===== src/hdl/itf_pkg.sv =====
// ============================================================================
// itf_pkg
// Shared constants, types and helpers of the integer text formatter.
// ============================================================================
package itf_pkg;

    localparam int VALUE_W         = 64;
    localparam int LEN_W           = 8;
    localparam int MAX_FIELD_DEF   = 48;
    localparam int DIGIT_SLOTS_DEF = 24;
    localparam int MAX_RESULTS     = 51;

    // conversion codes
    localparam logic [2:0] MODE_SDEC = 3'd0;
    localparam logic [2:0] MODE_UDEC = 3'd1;
    localparam logic [2:0] MODE_OCT  = 3'd2;
    localparam logic [2:0] MODE_LHEX = 3'd3;
    localparam logic [2:0] MODE_UHEX = 3'd4;
    localparam logic [2:0] MODE_PTR  = 3'd5;

    // argument size codes
    localparam logic [1:0] SIZE_INT   = 2'd0;
    localparam logic [1:0] SIZE_CHAR  = 2'd1;
    localparam logic [1:0] SIZE_SHORT = 2'd2;
    localparam logic [1:0] SIZE_LONG  = 2'd3;

    // flag bit positions
    localparam int BIT_LEFT       = 0;
    localparam int BIT_SIGN_PLUS  = 1;
    localparam int BIT_SIGN_SPACE = 2;
    localparam int BIT_ZERO_PAD   = 3;
    localparam int BIT_ALT_FORM   = 4;

    // characters
    localparam logic [7:0] CH_NUL   = 8'h00;
    localparam logic [7:0] CH_SPACE = 8'h20;
    localparam logic [7:0] CH_PLUS  = 8'h2B;
    localparam logic [7:0] CH_MINUS = 8'h2D;
    localparam logic [7:0] CH_ZERO  = 8'h30;
    localparam logic [7:0] CH_UA    = 8'h41;
    localparam logic [7:0] CH_LA    = 8'h61;
    localparam logic [7:0] CH_UX    = 8'h58;
    localparam logic [7:0] CH_LX    = 8'h78;

    // command to the digit unit
    typedef struct packed {
        logic load;
        logic decimal;
        logic hex;
    } dcmd_t;

    // status from the digit unit
    typedef struct packed {
        logic       done;
        logic [3:0] rd_digit;
    } dstat_t;

    // Map a digit value to its ASCII code, lower or upper case letters.
    function automatic logic [7:0] digit_char(input logic [3:0] d, input logic upper);
        logic [7:0] c;
        if (d < 4'd10)
            c = CH_ZERO + {4'b0000, d};
        else if (upper)
            c = CH_UA + {4'b0000, d} - 8'd10;
        else
            c = CH_LA + {4'b0000, d} - 8'd10;
        return c;
    endfunction

endpackage


===== src/hdl/itf_digit_unit.sv =====
// ============================================================================
// itf_digit_unit
// Digit store: shift-and-add-3 binary to BCD, or octal/hex slicing.
// ============================================================================
module itf_digit_unit #(
    parameter int DIGIT_SLOTS = itf_pkg::DIGIT_SLOTS_DEF
) (
    input  logic                         clk,
    input  logic                         rst_n,
    input  itf_pkg::dcmd_t               cmd,
    input  logic [itf_pkg::VALUE_W-1:0]  value,
    input  logic [$clog2(DIGIT_SLOTS)-1:0] rd_idx,
    output itf_pkg::dstat_t              stat
);
    import itf_pkg::*;

    localparam int STEP_W = $clog2(VALUE_W);
    localparam logic [STEP_W-1:0] STEP_LAST = STEP_W'(VALUE_W - 1);

    logic [3:0]         digit_reg  [DIGIT_SLOTS];
    logic [3:0]         digit_next [DIGIT_SLOTS];
    logic [3:0]         adj        [DIGIT_SLOTS];
    logic [VALUE_W-1:0] shift_reg, shift_next;
    logic [STEP_W-1:0]  step_reg, step_next;
    logic               run_reg, run_next;
    logic               done_reg, done_next;

    always_comb
    begin
        for (int i = 0; i < DIGIT_SLOTS; i++)
        begin
            adj[i] = (digit_reg[i] >= 4'd5) ? digit_reg[i] + 4'd3 : digit_reg[i];
        end

        shift_next = shift_reg;
        step_next  = step_reg;
        run_next   = run_reg;
        done_next  = 1'b0;
        for (int i = 0; i < DIGIT_SLOTS; i++)
        begin
            digit_next[i] = digit_reg[i];
        end

        if (cmd.load)
        begin
            shift_next = value;
            step_next  = '0;
            run_next   = cmd.decimal;
            done_next  = !cmd.decimal;
            for (int i = 0; i < DIGIT_SLOTS; i++)
            begin
                if (cmd.decimal)
                    digit_next[i] = 4'd0;
                else if (cmd.hex)
                    digit_next[i] = 4'(value >> (4 * i));
                else
                    digit_next[i] = {1'b0, 3'(value >> (3 * i))};
            end
        end
        else if (run_reg)
        begin
            // adjust every BCD digit, then shift one value bit in
            digit_next[0] = {adj[0][2:0], shift_reg[VALUE_W-1]};
            for (int i = 1; i < DIGIT_SLOTS; i++)
            begin
                digit_next[i] = {adj[i][2:0], adj[i-1][3]};
            end
            shift_next = {shift_reg[VALUE_W-2:0], 1'b0};
            step_next  = step_reg + 1'b1;
            if (step_reg == STEP_LAST)
            begin
                run_next  = 1'b0;
                done_next = 1'b1;
            end
        end
    end

    always_ff @(posedge clk or negedge rst_n)
    begin
        if (!rst_n)
        begin
            run_reg  <= 1'b0;
            done_reg <= 1'b0;
            step_reg <= '0;
        end
        else
        begin
            run_reg  <= run_next;
            done_reg <= done_next;
            step_reg <= step_next;
        end
    end

    always_ff @(posedge clk)
    begin
        shift_reg <= shift_next;
        for (int i = 0; i < DIGIT_SLOTS; i++)
        begin
            digit_reg[i] <= digit_next[i];
        end
    end

    assign stat.done     = done_reg;
    assign stat.rd_digit = digit_reg[rd_idx];

endmodule


===== src/hdl/integer_text_formatter.sv =====
// ============================================================================
// integer_text_formatter
// Renders one integer conversion request as ASCII text, one char per strobe.
// ============================================================================
//
//  channel   handshake              payload
//  -------   --------------------   ---------------------------------------------
//  request   start && !busy         mode value arg_size flags field_width precision
//  result    strobe (one cycle)     char_code last no_text
//
//  Decimal requests run the 64-step BCD loop of the digit unit, one value
//  bit per cycle; octal/hex/pointer digits are sliced on load. The
//  leading-zero scan then walks down at most DIGIT_SLOTS slots, and the
//  text (capped at 51 chars) leaves one char per strobe, with S_SEEK between
//  segments. busy stays high from acceptance until the last char is issued.
//  Reset is asynchronous, active low, and returns the sequencer to idle.
//  The receiver cannot stall: every strobe is a completed transaction.
//
module integer_text_formatter #(
    parameter int MAX_FIELD   = itf_pkg::MAX_FIELD_DEF,
    parameter int DIGIT_SLOTS = itf_pkg::DIGIT_SLOTS_DEF
) (
    input  logic        clk,
    input  logic        rst_n,
    input  logic        start,
    output logic        busy,
    input  logic [2:0]  mode,
    input  logic [63:0] value,
    input  logic [1:0]  arg_size,
    input  logic [4:0]  flags,
    input  logic [5:0]  field_width,
    input  logic signed [6:0] precision,
    output logic        strobe,
    output logic [7:0]  char_code,
    output logic        last,
    output logic        no_text
);
    import itf_pkg::*;

    localparam int IDX_W = $clog2(DIGIT_SLOTS);
    localparam logic [LEN_W-1:0] MAX_FIELD_L = LEN_W'(MAX_FIELD);
    localparam logic [LEN_W-1:0] SCAN_TOP    = LEN_W'(DIGIT_SLOTS - 1);
    localparam logic [LEN_W-1:0] LAST_SLOT   = LEN_W'(MAX_RESULTS - 1);

    // sequencer states, one-hot
    typedef enum logic [6:0] {
        S_IDLE  = 7'b0000001,
        S_CONV  = 7'b0000010,
        S_SCAN  = 7'b0000100,
        S_PREP  = 7'b0001000,
        S_SEEK  = 7'b0010000,
        S_EMIT  = 7'b0100000,
        S_EMPTY = 7'b1000000
    } state_t;

    // text segments in output order
    typedef enum logic [2:0] {
        SEG_LPAD  = 3'd0,
        SEG_SIGN  = 3'd1,
        SEG_PRE   = 3'd2,
        SEG_ZPAD  = 3'd3,
        SEG_ZERO  = 3'd4,
        SEG_DIGIT = 3'd5,
        SEG_RPAD  = 3'd6
    } seg_t;

    state_t           state_reg, state_next;
    seg_t             seg_reg, seg_next;
    logic [LEN_W-1:0] cnt_reg, cnt_next;
    logic [LEN_W-1:0] out_cnt_reg, out_cnt_next;

    // per-request context
    logic [LEN_W-1:0] nd_reg, nd_next;
    logic [LEN_W-1:0] zeros_reg, zeros_next;
    logic [LEN_W-1:0] pad_reg, pad_next;
    logic [LEN_W-1:0] total_reg, total_next;
    logic [LEN_W-1:0] prec_reg, prec_next;
    logic [LEN_W-1:0] width_reg, width_next;
    logic             prec_none_reg, prec_none_next;
    logic [7:0]       sign_char_reg, sign_char_next;
    logic             sign_on_reg, sign_on_next;
    logic             pre_on_reg, pre_on_next;
    logic             upper_reg, upper_next;
    logic             nz_reg, nz_next;
    logic             left_reg, left_next;
    logic             zpad_reg, zpad_next;
    logic             oct_alt_reg, oct_alt_next;

    // output register
    logic             strobe_reg, strobe_next;
    logic [7:0]       char_reg, char_next;
    logic             last_reg, last_next;
    logic             no_text_reg, no_text_next;

    // request decode
    logic [VALUE_W-1:0] mask, xm, mag;
    logic               msb, neg, valid_mode, accept;

    // prep arithmetic
    logic [LEN_W-1:0] zeros_c, body_c, pad_c, seg_len;
    logic             last_now;

    dcmd_t  dcmd;
    dstat_t dstat;

    itf_digit_unit #(
        .DIGIT_SLOTS (DIGIT_SLOTS)
    ) u_digits (
        .clk    (clk),
        .rst_n  (rst_n),
        .cmd    (dcmd),
        .value  (mag),
        .rd_idx (cnt_reg[IDX_W-1:0]),
        .stat   (dstat)
    );

    assign accept = start && state_reg == S_IDLE;

    // Cut the argument to its size; take the magnitude of a negative signed value.
    always_comb
    begin
        case (arg_size)
            SIZE_INT:   mask = {32'd0, {32{1'b1}}};
            SIZE_CHAR:  mask = {56'd0, {8{1'b1}}};
            SIZE_SHORT: mask = {48'd0, {16{1'b1}}};
            SIZE_LONG:  mask = {64{1'b1}};
            default:    mask = {64{1'b1}};
        endcase
        if (mode == MODE_PTR)
            mask = {64{1'b1}};
        xm = value & mask;
        case (arg_size)
            SIZE_INT:   msb = xm[31];
            SIZE_CHAR:  msb = xm[7];
            SIZE_SHORT: msb = xm[15];
            default:    msb = xm[63];
        endcase
        neg        = (mode == MODE_SDEC) && msb;
        mag        = neg ? ((~xm + 64'd1) & mask) : xm;
        valid_mode = mode inside {[MODE_SDEC:MODE_PTR]};
    end

    assign dcmd.load    = accept && valid_mode;
    assign dcmd.decimal = (mode == MODE_SDEC) || (mode == MODE_UDEC);
    assign dcmd.hex     = (mode == MODE_LHEX) || (mode == MODE_UHEX) || (mode == MODE_PTR);

    // Precision zeros, padding and total length from the digit count.
    always_comb
    begin
        zeros_c = (!prec_none_reg && prec_reg > nd_reg) ? prec_reg - nd_reg : '0;
        // octal alternate: force a leading zero only when none is there yet
        if (oct_alt_reg && zeros_c == '0 && (nd_reg == '0 || nz_reg))
            zeros_c = LEN_W'(1);
        body_c = nd_reg + zeros_c + (pre_on_reg ? LEN_W'(2) : '0)
               + {{(LEN_W-1){1'b0}}, sign_on_reg};
        pad_c  = (width_reg > body_c) ? width_reg - body_c : '0;
    end

    // Length of the segment under the cursor.
    always_comb
    begin
        case (seg_reg)
            SEG_LPAD:  seg_len = (!left_reg && !zpad_reg) ? pad_reg : '0;
            SEG_SIGN:  seg_len = {{(LEN_W-1){1'b0}}, sign_on_reg};
            SEG_PRE:   seg_len = pre_on_reg ? LEN_W'(2) : '0;
            SEG_ZPAD:  seg_len = zpad_reg ? pad_reg : '0;
            SEG_ZERO:  seg_len = zeros_reg;
            SEG_DIGIT: seg_len = nd_reg;
            SEG_RPAD:  seg_len = left_reg ? pad_reg : '0;
            default:   seg_len = '0;
        endcase
    end

    assign last_now = (out_cnt_reg == total_reg - 1'b1) || (out_cnt_reg == LAST_SLOT);

    // Sequencer: accept, convert, scan, size the fields, then issue chars or a no-text marker.
    always_comb
    begin
        state_next     = state_reg;
        seg_next       = seg_reg;
        cnt_next       = cnt_reg;
        out_cnt_next   = out_cnt_reg;
        nd_next        = nd_reg;
        zeros_next     = zeros_reg;
        pad_next       = pad_reg;
        total_next     = total_reg;
        prec_next      = prec_reg;
        width_next     = width_reg;
        prec_none_next = prec_none_reg;
        sign_char_next = sign_char_reg;
        sign_on_next   = sign_on_reg;
        pre_on_next    = pre_on_reg;
        upper_next     = upper_reg;
        nz_next        = nz_reg;
        left_next      = left_reg;
        zpad_next      = zpad_reg;
        oct_alt_next   = oct_alt_reg;
        strobe_next    = 1'b0;
        char_next      = char_reg;
        last_next      = last_reg;
        no_text_next   = no_text_reg;

        case (state_reg)
            S_IDLE:
            begin
                if (accept)
                begin
                    // capture the request context, saturate width and precision
                    prec_none_next = precision[6];
                    prec_next      = ({2'b00, precision[5:0]} > MAX_FIELD_L)
                                   ? MAX_FIELD_L : {2'b00, precision[5:0]};
                    width_next     = ({2'b00, field_width} > MAX_FIELD_L)
                                   ? MAX_FIELD_L : {2'b00, field_width};
                    nz_next        = |mag;
                    upper_next     = (mode == MODE_UHEX);
                    left_next      = flags[BIT_LEFT];
                    zpad_next      = flags[BIT_ZERO_PAD] && !flags[BIT_LEFT] && precision[6];
                    oct_alt_next   = (mode == MODE_OCT) && flags[BIT_ALT_FORM];
                    pre_on_next    = (mode == MODE_PTR)
                                   || (((mode == MODE_LHEX) || (mode == MODE_UHEX))
                                       && flags[BIT_ALT_FORM] && (|mag));
                    sign_char_next = CH_NUL;
                    if (mode == MODE_SDEC)
                    begin
                        if (neg)
                            sign_char_next = CH_MINUS;
                        else if (flags[BIT_SIGN_PLUS])
                            sign_char_next = CH_PLUS;
                        else if (flags[BIT_SIGN_SPACE])
                            sign_char_next = CH_SPACE;
                    end
                    sign_on_next = (mode == MODE_SDEC)
                                 && (neg || flags[BIT_SIGN_PLUS] || flags[BIT_SIGN_SPACE]);
                    state_next   = valid_mode ? S_CONV : S_EMPTY;
                end
            end

            S_CONV:
            begin
                if (dstat.done)
                begin
                    cnt_next   = SCAN_TOP;
                    state_next = S_SCAN;
                end
            end

            S_SCAN:
            begin
                // walk down from the top slot to the first nonzero digit
                if (dstat.rd_digit != 4'd0 || cnt_reg == '0)
                begin
                    if (dstat.rd_digit == 4'd0 && !prec_none_reg && prec_reg == '0)
                        nd_next = '0;
                    else
                        nd_next = cnt_reg + 1'b1;
                    state_next = S_PREP;
                end
                else
                begin
                    cnt_next = cnt_reg - 1'b1;
                end
            end

            S_PREP:
            begin
                zeros_next   = zeros_c;
                pad_next     = pad_c;
                total_next   = body_c + pad_c;
                out_cnt_next = '0;
                seg_next     = SEG_LPAD;
                state_next   = (body_c + pad_c == '0) ? S_EMPTY : S_SEEK;
            end

            S_SEEK:
            begin
                // skip empty segments, load the count of the next one
                if (seg_len == '0)
                begin
                    seg_next = seg_t'(seg_reg + 3'd1);
                end
                else
                begin
                    cnt_next   = seg_len - 1'b1;
                    state_next = S_EMIT;
                end
            end

            S_EMIT:
            begin
                strobe_next  = 1'b1;
                last_next    = last_now;
                no_text_next = 1'b0;
                case (seg_reg)
                    SEG_LPAD:  char_next = CH_SPACE;
                    SEG_SIGN:  char_next = sign_char_reg;
                    SEG_PRE:   char_next = (cnt_reg != '0) ? CH_ZERO
                                         : (upper_reg ? CH_UX : CH_LX);
                    SEG_ZPAD:  char_next = CH_ZERO;
                    SEG_ZERO:  char_next = CH_ZERO;
                    SEG_DIGIT: char_next = digit_char(dstat.rd_digit, upper_reg);
                    SEG_RPAD:  char_next = CH_SPACE;
                    default:   char_next = CH_NUL;
                endcase
                out_cnt_next = out_cnt_reg + 1'b1;
                if (last_now)
                begin
                    state_next = S_IDLE;
                end
                else if (cnt_reg == '0)
                begin
                    seg_next   = seg_t'(seg_reg + 3'd1);
                    state_next = S_SEEK;
                end
                else
                begin
                    cnt_next = cnt_reg - 1'b1;
                end
            end

            S_EMPTY:
            begin
                // no text: one marker transaction
                strobe_next  = 1'b1;
                char_next    = CH_NUL;
                last_next    = 1'b1;
                no_text_next = 1'b1;
                state_next   = S_IDLE;
            end

            default:
            begin
                state_next = S_IDLE;
            end
        endcase
    end

    // control registers
    always_ff @(posedge clk or negedge rst_n)
    begin
        if (!rst_n)
        begin
            state_reg   <= S_IDLE;
            seg_reg     <= SEG_LPAD;
            cnt_reg     <= '0;
            out_cnt_reg <= '0;
            strobe_reg  <= 1'b0;
        end
        else
        begin
            state_reg   <= state_next;
            seg_reg     <= seg_next;
            cnt_reg     <= cnt_next;
            out_cnt_reg <= out_cnt_next;
            strobe_reg  <= strobe_next;
        end
    end

    // payload registers
    always_ff @(posedge clk)
    begin
        nd_reg        <= nd_next;
        zeros_reg     <= zeros_next;
        pad_reg       <= pad_next;
        total_reg     <= total_next;
        prec_reg      <= prec_next;
        width_reg     <= width_next;
        prec_none_reg <= prec_none_next;
        sign_char_reg <= sign_char_next;
        sign_on_reg   <= sign_on_next;
        pre_on_reg    <= pre_on_next;
        upper_reg     <= upper_next;
        nz_reg        <= nz_next;
        left_reg      <= left_next;
        zpad_reg      <= zpad_next;
        oct_alt_reg   <= oct_alt_next;
        char_reg      <= char_next;
        last_reg      <= last_next;
        no_text_reg   <= no_text_next;
    end

    assign busy      = (state_reg != S_IDLE);
    assign strobe    = strobe_reg;
    assign char_code = char_reg;
    assign last      = last_reg;
    assign no_text   = no_text_reg;

endmodule


===== config.mk =====
export PLATFORM = sky130hd
export DESIGN_NAME = integer_text_formatter
export DESIGN_NICKNAME = d
export VERILOG_FILES = /design/src/hdl/itf_pkg.sv /design/src/hdl/itf_digit_unit.sv /design/src/hdl/integer_text_formatter.sv
export SDC_FILE = /design/constraint.sdc
export NUM_CORES = 1
export LEC_CHECK = 0
export BUFFER_PORTS_ARGS = -buffer_cell sky130_fd_sc_hd__buf_4
export CAP_MARGIN = 10
export CORE_ASPECT_RATIO = 1.75
export CORE_MARGIN = 4
export CORE_UTILIZATION = 50
export CTS_CLUSTER_DIAMETER = 60
export DETAILED_ROUTE_END_ITERATION = 6
export HOLD_SLACK_MARGIN = 0.1
export PLACE_DENSITY = 0.69
export SYNTH_ARGS = -nofsm -noshare
export SYNTH_HDL_FRONTEND = slang
export SYNTH_SLANG_ARGS = --single-unit
export TNS_END_PERCENT = 30

===== constraint.sdc =====
create_clock -name clk -period 8.8 [get_ports clk]
set_clock_uncertainty 0.15 [all_clocks]
set_input_delay 1.76 -clock clk [delete_from_list [all_inputs] [get_ports clk]]
set_output_delay 1.76 -clock clk [all_outputs]
set_load 0.005 [all_outputs]

==> summary.md, run 1 <==
| Metric | Value |
|---|---|
| Vias in the first global route | 16,200 |
| Routed len/inst | 22.6 µm |
| RSZ-0062 raised after global routing | no |
| Area leader, netlist | edfxtp_1 |
| Via count | 16,200 |
| Run status | completed |
| Adder-cell share of the synthesized area | 7.10% |
| Clock latency at the later pin of the worst-skew pair | 0.57 ns |
| Mapped Cells | 2,041 |
| Maxcap violations | 0 |
| Port-buffer cells | 100 |
| Worst Path Required | 9.07 ns |
| I/O pins | 102 |
| Worst relative slew slack | 18.8% |
| Largest family of logic cells by synthesized area | simple AND/OR/NAND/NOR gates |
| Pwr Density | 305 nW/µm² |
| Final Max Slew Viols | 0 |
| Tot GR Track Use | 28.1% |
| Fin crit share | 91.9% |
| Register area | 7470 µm² |
| HP Class | reg -> reg |
| Setup violations, final | 0 |
| First-pass iteration count of the detailed router | 5 |
| Die area | 41,100 µm² |
| Fin area | 20,900 µm² |
| Number of synthesis warnings | 0 |
| Seq/Total Area, Yosys | 39.5% |
| Peak VDD IR | 0.171 mV |
| Worst Path Class, Setup | reg -> reg |
| Layout cells sized above 1 | 11.8% |
| Final WL | 58.7 mm |
| Starting DRT DRC Count | 1,099 |
| Slowest cell on crit path | a311oi_2 |
| Crit path depth | 33 |
| Yosys reg bits | 260 |
| Maximum buffer depth of the clock tree | 3 |
| Post-synth cell types | 104 |
| Root Driver | clkbuf_16 |
| Post-CTS Hold Buffers | 0 |
| Critical register-to-register path startpoint | nd_reg[0] |
| Overflow after GRT | 0 |
| Critical path fanouts, max | 7 |
| Synth Area in Simple Gates | 20.6% |
| Die Span Y | 265 µm |
| Core area | 37,500 µm² |
| Proportion of synthesized area in mux cells | 5.23% |
| Largest register FFs | 96 |
| Post-Synth XOR/XNOR Area | 5.00% |
| Crit end category | register |
| Starting Density | 50.4% |
| Delay-heaviest family, CP | adder cells |
| Crit path DAT | 8.35 ns |
| P&R area growth vs syn | 10.4% |
| Final HPWL DP | 45.2 mm |
| Largest net degree at the start of global routing | 88 |
| RePlAce Congestion | 0.974 |
| Most area-consuming cells after synthesis | edfxtp_1 33%, ha_1 6.4%, nand2_1 5.6% |
| Fillers | 3,382 |
| Yosys top cell area share | 33.2% |
| Setup TNS | 0 ns |
| Number of diodes | 0 |
| Die X | 155 µm |
| Compound-Gate Fraction of Synth Area | 18.3% |
| Worst R2R Setup Slack | 0.72 ns |
| Hold depth | 1 |
| Worst path max stage delay | 0.55 ns |
| R2R depth | 33 |
| Worst setup SP type | register |
| Final min period | 8.08 ns |
| Clock buffer count from CTS | 26 |
| Leakage | 8.05 nW |
| Post-CTS Resized | 0 |
| Placed instance area | 20,100 µm² |
| Hold endpoint | state_reg[1] |
| Residual DRC | 0 |
| Vias per cell | 6.24 |
| FMAX | 124 MHz |
| Clock slew at reported path FFs | 0.07 ns |
| Setup repair bufs after CTS | 0 |
| Most used flip-flop cell after synthesis | edfxtp_1 |
| Worst slew pin tran | 1.18 ns |
| Post-Syn Area | 18,900 µm² |
| First-pass GRT wire length | 90.9 mm |
| Syn avg cell area | 9.27 µm² |
| Row cnt | 94 |
| Count of clock tree sinks | 260 |
| Synth async-reset ratio | 13.5% |
| Post-synth EDFFs | 209 |
| Synth cell count leaders | 280 x nand2_1, 209 x edfxtp_1, 149 x nor2_1 |
| Top-count cell post-synth | nand2_1 |
| Htree depth | 1 |
| Final Net Count | 2,288 |
| Post-layout util | 55.7% |
| Hold Fails Final Rpt | 0 |
| Min-Delay Startpoint | u_digits.done_reg |
| Antenna Nets Post-Route | 0 |
| WP buf/inv | 4 |
| CTS tree | built |
| Multi-input logic area | 10,700 µm² |
| Initial antenna violation count | 0 |
| End of the worst register-to-register path | state_reg[4] |
==> cells by family after synthesis <==
logic type      count (synthesis)
compound gates                535
flops                         260
fa+ha+maj                     104
mux                            63
simple gates                  768
xor+xnor                      108
buf+inv                       202
other cells                     1
==> metal layers <==
layer  part of all wire (%)  track usage, %
met5                      0               0
met4                    8.7            20.2
met3                    4.5            2.59
met2                     53            51.8
met1                     34            29.4
==> worst max path at each step <==
stage / start / end
5_1_grt: nd_reg[0] / state_reg[6]
4_1_cts: nd_reg[0] / state_reg[4]
6_report: nd_reg[0] / state_reg[4]
3_5_place_dp: nd_reg[0] / state_reg[4]
3_3_place_gp: nd_reg[0] / state_reg[4]
2_1_floorplan: nd_reg[0] / state_reg[4]
==> report_power, final <==
part / internal (mW) / leakage (nW) / switching [mW]
Combinational: 1.12 / 5.03 / 1.75
Clock: 0.601 / 0.405 / 0.497
Sequential: 2.04 / 2.62 / 0.379
Total: 3.76 / 8.05 / 2.62
==> layout make-up <==
class / instances / area share, %
flip-flops and latches: 260 / 35.8
multi-input cells: 1583 / 51.2
clock inverters: 15 / 0.539
clock buffers: 33 / 3.39
well taps: 480 / 2.87
inverters: 102 / 1.83
repair buffers: 122 / 4.38
==> stage by stage <==
step / setup slack [ns] / total power [mW] / instances / hold WS [ns]
2_1_floorplan: 1.87 / 4.45 / 2045 / 0.288
3_3_place_gp: 0.964 / 5.17 / 2547 / 0.311
3_5_place_dp: 0.829 / 5.26 / 2547 / 0.316
4_1_cts: 0.747 / 6.38 / 2595 / 0.326
5_1_grt: 0.157 / 6.82 / 2595 / 0.343
6_report: 0.717 / 6.38 / 2595 / 0.325
==> worst register-to-register path: cells and delay by family (launching register included) <==
| family | cells | cell delay, ns |
|---|---|---|
| AND/OR/NAND/NOR | 11 | 2.03 |
| flip-flops | 1 | 0.47 |
| XOR/XNOR | 1 | 0.19 |
| AO/OA/AOI/OAI | 9 | 2.07 |
| adder cells (fa/ha/maj) | 8 | 2.79 |
| buffers and inverters | 4 | 0.26 |
==> cell usage in the layout, fill, tap and decap left out, drive strengths merged, types with 11 or more instances in the layout <==
cell type / n
nor2b: 14
o211ai: 15
dfrtp: 34
a21oi: 138
nor4: 22
and2: 16
xor2: 42
nand2b: 44
a21o: 24
and3: 14
nand3: 38
o22ai: 28
dfxtp: 16
o21ai: 154
o31ai: 12
a211oi: 19
ha: 97
mux4: 28
clkinv: 14
clkbuf: 33
a22oi: 17
o221ai: 17
inv: 101
a41oi: 11
nor3: 40
or4: 15
nor2: 151
a31oi: 15
nand2: 281
mux2i: 28
edfxtp: 209
nand4: 24
or2: 11
nand3b: 12
xnor2: 66
or3: 28
buf: 122
nor3b: 44
(Power assumes the default switching activity.)
==> run 2, diff against run 1 <==
--- a/config.mk
+++ b/config.mk
@@ -13,7 +13,7 @@
 export CTS_CLUSTER_DIAMETER = 60
 export DETAILED_ROUTE_END_ITERATION = 6
 export HOLD_SLACK_MARGIN = 0.1
-export PLACE_DENSITY = 0.69
+export PLACE_DENSITY = 0.72
 export SYNTH_ARGS = -nofsm -noshare
 export SYNTH_HDL_FRONTEND = slang
 export SYNTH_SLANG_ARGS = --single-unit
==> constraint.sdc (replaced) <==
create_clock -name clk -period 6.5 [get_ports clk]
set_clock_uncertainty 0.15 [all_clocks]
set_input_delay 0.325 -clock clk [delete_from_list [all_inputs] [get_ports clk]]
set_output_delay 0.325 -clock clk [all_outputs]
set_load 0.005 [all_outputs]
==> run 2 against run 1 <==
Against the previous run:
- the run now ends with negative setup slack left
- first-iteration DRC count grew 14%
- final cell count grew 3.2%
- register-to-register slack lost 1.0 ns
- hold slack lost 0.19 ns
- combinational power grew 44%
- core utilization grew 2.5 points
- sequential share of layout area shrank 1.5 points
- global-route usage shrank 0.48 points
- maximum frequency grew 19%
- critical path depth is the same
- critical path type unchanged
==> summary.md, run 2 (same netlist as run 1, synthesis figures left out) <==
| Metric | Value |
|---|---|
| Critical register-to-register path startpoint | nd_reg[0] |
| Clock buffer count from CTS | 25 (-3.8%) |
| Violated checks | negative setup slack |
| Most common cell after layout, fill and taps aside | nand2_1 |
| Fin crit share | 105% (+13 points) |
| CTS tree | built |
| Final Net Count | 2,374 (+3.8%) |
| Worst slew pin tran | 1.22 ns (+0.0390 ns) |
| Core area | 37,500 µm² (unchanged) |
| Worst Path Required | 6.81 ns (-2.26 ns) |
| Maximum buffer depth of the clock tree | 3 (unchanged) |
| Final Max Slew Viols | 0 (unchanged) |
| Slowest cell on crit path | fa_1 |
| Most frequent cells in the layout | 275 x nand2_1, 209 x edfxtp_1, 183 x buf_4 |
| Clock slew at reported path FFs | 0.07 ns (about the same) |
| Crit path DAT | 7.11 ns (-1.24 ns) |
| Vias in the first global route | 16,500 (+1.6%) |
| Crit end category | register |
| Row cnt | 94 (unchanged) |
| Dpl cells | 2,594 (+1.8%) |
| Via count | 16,600 (+2.5%) |
| Largest register FFs | 96 (unchanged) |
| Number of diodes | 0 (unchanged) |
| First-pass GRT wire length | 89.8 mm (-1.1%) |
| Fin worst setup slack | -0.307 ns (-1.02 ns) |
| Worst relative slew slack | 16.1% (-2.7 points) |
| Total power draw | 8.96 mW (+40%) |
| Antenna Nets Post-Route | 0 (unchanged) |
| Starting DRT DRC Count | 1,251 (+14%) |
| Vias per cell | 6.20 (-0.67%) |
| Hold Fails Final Rpt | 0 (unchanged) |
| Placed instance area | 20,500 µm² (+2.2%) |
| Worst Path Class, Setup | reg -> reg |
| HP Class | in -> async |
| Starting Density | 50.4% (unchanged) |
| Die X | 155 µm (unchanged) |
| Leakage | 8.46 nW (+5.1%) |
| FMAX | 147 MHz (+19%) |
| Critical path fanouts, max | 4 (-3) |
| Peak VDD IR | 0.381 mV (+120%) |
| Count of clock tree sinks | 260 (unchanged) |
| Fin area | 21,800 µm² (+4.5%) |
| Htree depth | 1 (unchanged) |
| Post-layout util | 58.2% (+2.5 points) |
| Die Span Y | 265 µm (unchanged) |
| Setup violations, final | 5 (+5) |
| Run status | finished with violations |
| Place WS | -0.367 ns (-1.20 ns) |
| P&R area growth vs syn | 15.4% |
| Layout cells sized above 1 | 15.7% (+3.9 points) |
| Routed len/inst | 21.8 µm (-3.6%) |
| Maxcap violations | 0 (unchanged) |
| First-pass iteration count of the detailed router | 7 (+2) |
| R2R depth | 33 (unchanged) |
| RSZ-0062 raised after global routing | yes |
| Pwr Density | 411 nW/µm² (+34%) |
| Residual DRC | 0 (unchanged) |
| Worst R2R Setup Slack | -0.31 ns (-1.02 ns) |
| Initial antenna violation count | 1 (+1) |
| Final min period | 6.81 ns (-1.28 ns) |
| Final WL | 58.4 mm (-0.55%) |
| Worst setup SP type | register |
| Clock latency at the later pin of the worst-skew pair | 0.56 ns (about the same) |
| Setup TNS | -1.06 ns (-1.06 ns) |
| Most used cell, CP | inv_1 |
| Layout Cells excl Fill | 2,678 (+3.2%) |
| Worst Hold Slack | 0.135 ns (-0.189 ns) |
| Die area | 41,100 µm² (unchanged) |
| Root Driver | clkbuf_16 |
| Final HPWL DP | 44.4 mm (-1.9%) |
| Fillers | 3,268 (-3.4%) |
| Largest net degree at the start of global routing | 145 (+65%) |
| RePlAce Congestion | 0.937 (-3.8%) |
| Port-buffer cells | 100 (unchanged) |
| I/O pins | 102 (unchanged) |
| Overflow after GRT | 0 (unchanged) |
| End of the worst register-to-register path | state_reg[6] |
| Worst path max stage delay | 0.47 ns (-0.08 ns) |
| Tot GR Track Use | 27.6% (-0.48 points) |
## run 2: changes by cell type in the layout (fill, tap and decap cells not counted), sizes merged
cell         change
inv              +2
clkinv           -6
clkbuf           -2
dlygate4sd3     +25
clkinvlp         +1
buf             +62
bufinv           +1
## run 2: worst max path at each step
stage	start	depth (start not counted)	slack [ns]	endpoint
after global routing	nd_reg[0]	33	-0.64	state_reg[6]
after floorplan	nd_reg[0]	33	-0.05	state_reg[4]
final	nd_reg[0]	33	-0.31	state_reg[6]
after global placement	nd_reg[1]	35	-0.20	state_reg[4]
after detailed placement	nd_reg[1]	33	-0.37	state_reg[6]
after CTS	nd_reg[1]	34	-0.22	state_reg[6]
## run 2: what timing repair did
| item | CTS | global route |
|---|---|---|
| gates resized for setup | 12 | 15 |
| hold buffers | 25 | 0 |
| pin swaps | 21 | 26 |
| endpoints found under the setup margin | 6 | 6 |
| buffers inserted | 6 | 9 |
| hold endpoints to repair | 61 | 0 |
## run 2: layer usage
layer	track usage, %	vias to the layer above	share of wire (%)
met5	0	-	0
met4	20.1	0	8.7
met3	2.73	206	5.0
met2	50.4	631	52
met1	29.1	7964	34
li1	-	7809	-
## run 2: power breakdown
group          internal [mW]  switching [mW]  leakage [nW]
Sequential              2.76           0.535          2.62
Combinational           1.70            2.42          5.44
Clock                  0.869           0.668         0.413
## run 2: layout make-up
type	count	area [µm²]	area share (%)
Timing Repair Buffer	209	1640	7.49
Clock inverter	13	124	0.568
Inverter	102	383	1.75
Sequential cell	260	7470	34.2
Tap cell	480	601	2.75
Multi-Input combinational cell	1583	10900	49.9
Clock buffer	31	722	3.31
## run 2: critical path: cells and delay by family (launching register included)
| family | cells | cell delay, ns |
|---|---|---|
| AND/OR/NAND/NOR | 11 | 1.64 |
| AO/OA/AOI/OAI | 9 | 1.66 |
| adder cells (fa/ha/maj) | 8 | 2.40 |
| XOR/XNOR | 1 | 0.15 |
| buffers and inverters | 4 | 0.27 |
| flip-flops | 1 | 0.44 |
